## src/sv/rsm_pkg.sv

```systemverilog
// Shared types and codes for the random sample multiset block.
package rsm_pkg;

   localparam int VALUE_W   = 32;
   localparam int RAND_W    = 32;
   localparam int DIV_CNT_W = $clog2(RAND_W);

   localparam logic [1:0] CMD_INSERT = 2'd0;
   localparam logic [1:0] CMD_REMOVE = 2'd1;
   localparam logic [1:0] CMD_SAMPLE = 2'd2;

   localparam logic [1:0] ST_OK    = 2'd0;
   localparam logic [1:0] ST_FULL  = 2'd1;
   localparam logic [1:0] ST_EMPTY = 2'd2;

   typedef struct packed {
      logic [1:0]                command;
      logic signed [VALUE_W-1:0] item_value;
      logic [RAND_W-1:0]         random_word;
   } req_type;

   typedef struct packed {
      logic                      answer_flag;
      logic signed [VALUE_W-1:0] sampled_value;
      logic [1:0]                status;
   } rsp_type;

   // controller -> datapath
   typedef struct packed {
      logic load_req;
      logic scan_start;
      logic scan_run;
      logic wr_insert;
      logic rd_last;
      logic wr_remove;
      logic div_start;
      logic div_run;
      logic rd_sample;
      logic load_rsp;
   } dp_cmd_type;

   // datapath -> controller
   typedef struct packed {
      logic [1:0] cmd;
      logic       scan_done;
      logic       found;
      logic       full;
      logic       empty;
      logic       div_done;
   } dp_status_type;

endpackage

```

## src/sv/rsm_ctrl.sv

```systemverilog
// Controller: sequences scan, remove move, remainder and result for each request.
module rsm_ctrl (
   input  logic                   clock,
   input  logic                   reset,
   input  logic                   start,
   output logic                   busy,
   input  rsm_pkg::dp_status_type status_in,
   output rsm_pkg::dp_cmd_type    cmd_out
);
   import rsm_pkg::*;

   typedef enum logic [7:0] {
      S_IDLE    = 8'b0000_0001,
      S_DECODE  = 8'b0000_0010,
      S_SCAN    = 8'b0000_0100,
      S_LAST_RD = 8'b0000_1000,
      S_LAST_WR = 8'b0001_0000,
      S_DIV     = 8'b0010_0000,
      S_SAMP_RD = 8'b0100_0000,
      S_RESP    = 8'b1000_0000
   } state_type;

   state_type state_ff, state_in;

   always_comb begin
      state_in = state_ff;
      cmd_out  = '0;
      unique case (state_ff)
         S_IDLE: begin
            if (start) begin
               cmd_out.load_req = 1'b1;
               state_in         = S_DECODE;
            end
         end
         S_DECODE: begin
            unique case (status_in.cmd) inside
               CMD_INSERT, CMD_REMOVE: begin
                  cmd_out.scan_start = 1'b1;
                  state_in           = S_SCAN;
               end
               CMD_SAMPLE: begin
                  if (status_in.empty) begin
                     state_in = S_RESP;
                  end else begin
                     cmd_out.div_start = 1'b1;
                     state_in          = S_DIV;
                  end
               end
               default: state_in = S_RESP;
            endcase
         end
         S_SCAN: begin
            cmd_out.scan_run = 1'b1;
            if (status_in.scan_done) begin
               if (status_in.cmd == CMD_INSERT) begin
                  cmd_out.wr_insert = !status_in.full;
                  state_in          = S_RESP;
               end else if (status_in.found) begin
                  state_in = S_LAST_RD;
               end else begin
                  state_in = S_RESP;
               end
            end
         end
         S_LAST_RD: begin
            cmd_out.rd_last = 1'b1;
            state_in        = S_LAST_WR;
         end
         S_LAST_WR: begin
            cmd_out.wr_remove = 1'b1;
            state_in          = S_RESP;
         end
         S_DIV: begin
            cmd_out.div_run = 1'b1;
            if (status_in.div_done) begin
               state_in = S_SAMP_RD;
            end
         end
         S_SAMP_RD: begin
            cmd_out.rd_sample = 1'b1;
            state_in          = S_RESP;
         end
         S_RESP: begin
            cmd_out.load_rsp = 1'b1;
            state_in         = S_IDLE;
         end
         default: state_in = S_IDLE;
      endcase
   end

   always_ff @(posedge clock) begin
      if (reset) begin
         state_ff <= S_IDLE;
      end else begin
         state_ff <= state_in;
      end
   end

   assign busy = (state_ff != S_IDLE);

   a_accept_goes_busy: assert property (@(posedge clock) disable iff (reset)
      start && !busy |=> busy && (state_ff == S_DECODE))
      else $error("request accepted but controller not busy");

   a_resp_then_idle: assert property (@(posedge clock) disable iff (reset)
      state_ff == S_RESP |=> !busy)
      else $error("controller did not return to idle after result");

   a_remove_path: assert property (@(posedge clock) disable iff (reset)
      state_ff == S_LAST_RD |-> status_in.found && (status_in.cmd == CMD_REMOVE))
      else $error("last-entry fetch outside a successful remove");

endmodule

```

## config.mk

```make
export PLATFORM = sky130hd
export DESIGN_NAME = rsm_ctrl
export DESIGN_NICKNAME = d
export VERILOG_FILES = /design/src/sv/rsm_pkg.sv /design/src/sv/rsm_ctrl.sv
export SDC_FILE = /design/constraint.sdc
export NUM_CORES = 1
export LEC_CHECK = 0
export ABC_AREA = 1
export BUFFER_PORTS_ARGS = -buffer_cell sky130_fd_sc_hd__buf_2
export CAP_MARGIN = 10
export CORE_UTILIZATION = 48
export CTS_CLUSTER_SIZE = 25
export DETAILED_ROUTE_END_ITERATION = 7
export PLACE_DENSITY = 0.73
export SYNTH_ARGS = -nofsm -noshare
export SYNTH_HDL_FRONTEND = slang
export SYNTH_SLANG_ARGS = --single-unit
```

## constraint.sdc

```tcl
create_clock -name clock -period 1.2 [get_ports clock]
set_input_delay 0.06 -clock clock [delete_from_list [all_inputs] [get_ports clock]]
set_output_delay 0.06 -clock clock [all_outputs]
set_load 0.1 [all_outputs]
```

==> flow_summary.toml, run 1 <==
[status]
status = "did not finish"
lastStage = "4_1_cts"
error_line = "[ERROR DPL-0038] Utilization greater than 100%, impossible to legalize"

[synth]
syn_area_per_cell_sq_um = 6.40
synth_area_leaders = "dfxtp_1 (25%), nand2_1 (13%), nor2_1 (11%)"
synth_area_sq_um = 653
netlist_instances = 102
ys_types = 20
postSynth.asyncResetShare_pct = 0
yosysSeqAreaShare_pct = 24.5
synth_nets = 112
synth_largest_area_cell = "dfxtp_1"
ys_seq_elements = 8
yosysWarnings = 0
yosys.area.top_type_share_pct = 24.5
synth_edf_count = 0
synthFlopType = "dfxtp_1"

[place]
hpwl_um = 1490
post-place-cells = 142
place_congestion = 0.824
port_buffers = 20
placed_area_sq_um = 1070

[clocking]
cts-htree-levels = 1
cts_setup_buffers = 10
postCtsResizedCells = 18
numCtsBuffers = 3
cts_root_buffer = "clkbuf_4"
clockBufferDepth = 2
ctsHoldBuffers = 0
cts_sinks = 8

[die]
placementRows = 12
io_pins = 21
die_h_um = 38.9
initial_utilization_pct = 55.1
dieWidth_um = 38.9
[cells in the mapped netlist (2+ instances only)]
cell	count
nand3_1	6
inv_2	7
nand3_4	3
nand2_1	22
nor3_1	3
a21oi_1	2
inv_1	13
nand2_2	4
nand2_4	2
dfxtp_1	8
nor2_2	3
nor4_1	2
nor2_1	20
[logic make-up after synthesis]
kind of cell           synth area share, %
AND/OR/NAND/NOR                       61.7
buffers and inverters                 12.3
flip-flops                            24.5
AO/OA/AOI/OAI                         1.53
[through the flow]
step | hold slack [ns] | utilization [%] | worst slack (ns) | TNS [ns]
detailed placement | 0.328 | 90.4 | -0.0439 | -0.157
global placement | 0.324 | 90.4 | 0.00628 | 0
floorplan | 0.124 | - | -0.588 | -2.86
==> run 2: changes to the inputs <==
--- a/config.mk
+++ b/config.mk
@@ -8,10 +8,10 @@
 export ABC_AREA = 1
 export BUFFER_PORTS_ARGS = -buffer_cell sky130_fd_sc_hd__buf_2
 export CAP_MARGIN = 10
-export CORE_UTILIZATION = 48
-export CTS_CLUSTER_SIZE = 25
+export CORE_AREA = 2 2 63 65
 export DETAILED_ROUTE_END_ITERATION = 7
-export PLACE_DENSITY = 0.73
+export DIE_AREA = 0 0 65 67
+export PLACE_DENSITY_LB_ADDON = 0.15
 export SYNTH_ARGS = -nofsm -noshare
 export SYNTH_HDL_FRONTEND = slang
 export SYNTH_SLANG_ARGS = --single-unit
==> flow_summary.toml, run 2 <==
[status]
status = "finished with violations"
violations = "setup timing"

[synth]
syn_area_per_cell_sq_um = 6.40
synth_edf_count = 0
yosys.area.top_type_share_pct = 24.5
synth_largest_area_cell = "dfxtp_1"
postSynth.asyncResetShare_pct = 0
synthFlopType = "dfxtp_1"
synth.most_common_cell = "nand2_1"
ys_types = 20
yosysSeqAreaShare_pct = 24.5
yosysWarnings = 0
synth_nets = 112
synth_area_leaders = "dfxtp_1 (25%), nand2_1 (13%), nor2_1 (11%)"
synth_common_cells = "nand2_1 (22), nor2_1 (20), inv_1 (13)"
ys_seq_elements = 8
synth_area_sq_um = 653
netlist_instances = 102

[power]
p_total_mw = 2.57
vdd_drop_max_mv = 1.66
power.density_nw_per_um2 = 1760
p_leak_nw = 0.648

[clocking]
cts_root_buffer = "clkbuf_8"
ctsHoldBuffers = 0
cts_sinks = 8
insertion_delay_ns = 0.23
numCtsBuffers = 3
clockBufferDepth = 2
clk_pin_slew_ns = 0.04
cts-htree-levels = 1
cts_tree = "built"

[sta]
hold_viol = 0
fin_worst_skew_ns = 0.00512
setup_viol = 19
slew_violations = 0
fmax_mhz = 702
rsz0062_at_grt = "true"
relSlewSlack_pct = 82.1
worstMarginPinSlew_ns = 0.266
fin_crit_ns = 1.42
period_share_pct = 119
fin_ws_ns = -0.224

[setup_path]
start_kind = "flop"
crit_path_top_delay_cell = "dfxtp_4"
cp.buffers_inverters = 2
path_max_fanout = 5
critPathMaxStageDelay_ns = 0.35
crit_chain = "inv_2 > nand2_4 > nor2_8 > nand2_4 > nor4_4 > buf_12"
cp_top_family = "simple AND/OR/NAND/NOR gates"
crit_required_ns = 1.14
cp.arrival_ns = 1.36
path_common_cell = "nand2_4"
crit_type = "reg -> out"
end_kind = "output port"

[layout]
finish.net_count = 162
final_cells = 198
diodes = 0
multi_input_area_sq_um = 589
syn_to_final_growth_pct = 123
stdcell_area_sq_um = 1460
layout-drive-gt1-share_pct = 73.3
largestRegisters = "state_ff (8)"
top_register = "state_ff"
seq_area_sq_um = 180
layout_commonest_cell = "buf_4"
fillers = 365
largest_reg_flops = 8
layout_common_cells = "buf_4 (18), nand2_1 (16), nor2_4 (11), buf_12 (11), buf_2 (9)"

[global_route]
antenna_found_initial = 0
grt_use_total_pct = 10.9
first_global_vias = 788
grt_pass1_wl_um = 3510
grt_max_degree = 8
grt_overflow = 0

[detailed_routing]
ant_nets = 0
drtIter0Drc = 11
wl_per_cell_um = 10.8
finalWirelength_um = 2150
vias = 813
vias_per_cell = 4.11
drc = 0
drtPass1Iterations = 4

[die]
placementRows = 22
die_h_um = 67
initial_utilization_pct = 18.1
dieWidth_um = 65
die_area_sq_um = 4360
core_sq_um = 3610
io_pins = 21

[place]
port_buffers = 20
placed_area_sq_um = 1150
hpwl_um = 1650
dp_slack_ns = -0.0232
post-place-cells = 179
place_congestion = 0.724

[worst_hold_path]
hold_path_class = "in -> reg"

[flow_run]
maxCapViolations = 0
==> run 2: cell type report <==
| type | instances | share of cell area (%) |
|---|---|---|
| flip-flops and latches | 8 | 12.4 |
| multi-input cells | 73 | 40.5 |
| inverters | 21 | 7.22 |
| clock buffers | 3 | 2.84 |
| repair buffers | 45 | 32.9 |
| well taps | 48 | 4.13 |
==> run 2: cell families after synthesis <==
family,count (synthesis),share of synthesized area (%)
flip-flops,8,24.5
buffers and inverters,21,12.3
AO/OA/AOI/OAI,2,1.53
AND/OR/NAND/NOR,71,61.7
==> run 2: power breakdown <==
part | internal [mW] | switching, mW | leakage [nW] | total [mW]
logic | 0.710 | 1.13 | 0.557 | 1.84
clock network | 0.217 | 0.0991 | 0.0216 | 0.316
registers | 0.341 | 0.0710 | 0.0694 | 0.412
==> run 2: worst paths after layout <==
kind | from | end | slack (ns) | depth (start not counted)
max | state_ff[6] | cmd_out[6] | -0.22 | 6
min | status_in[3] | state_ff[3] | 0.10 | 3
max reg2reg | state_ff[6] | state_ff[5] | -0.11 | 9
min reg2reg | state_ff[2] | state_ff[4] | 0.78 | 4
==> run 2: metal layers <==
layer / vias up / part of all wire (%) / wire [um] / track usage, %
li1: 411 / - / - / -
met1: 369 / 41 / 882 / 11.7
met4: 0 / 2.6 / 55 / 7.18
met3: 5 / 5.2 / 111 / 2.03
met5: - / 0 / 0 / 0
met2: 28 / 51 / 1100 / 19.6
==> run 2: worst register-to-register path: stages (launching register included) <==
cell     delay [ns]
dfxtp_4        0.35
inv_2          0.08
nand2_4        0.07
nor2_8         0.16
buf_6          0.12
buf_6          0.10
nand3_4        0.09
nand3_4        0.15
nor2_4         0.05
nor2_2         0.07
==> run 2: through the flow <==
stage / util (%) / setup TNS (ns) / hold WS (ns)
final: 40.4 / -2.56 / 0.104
after global routing: 40.4 / -3.75 / 0.116
after CTS: 35.8 / -2.26 / 0.0901
after detailed placement: 31.9 / -0.102 / 0.324
after global placement: 31.9 / -0.140 / 0.319
after floorplan: - / -2.86 / 0.124
==> run 2: repair_timing <==
action                                  CTS  global route
gates resized for setup                  17            32
pin swaps                                 7            11
buffers inserted                          7            10
endpoints found under the setup margin   14            18
Note: power is estimated with default switching activity, not from simulation.
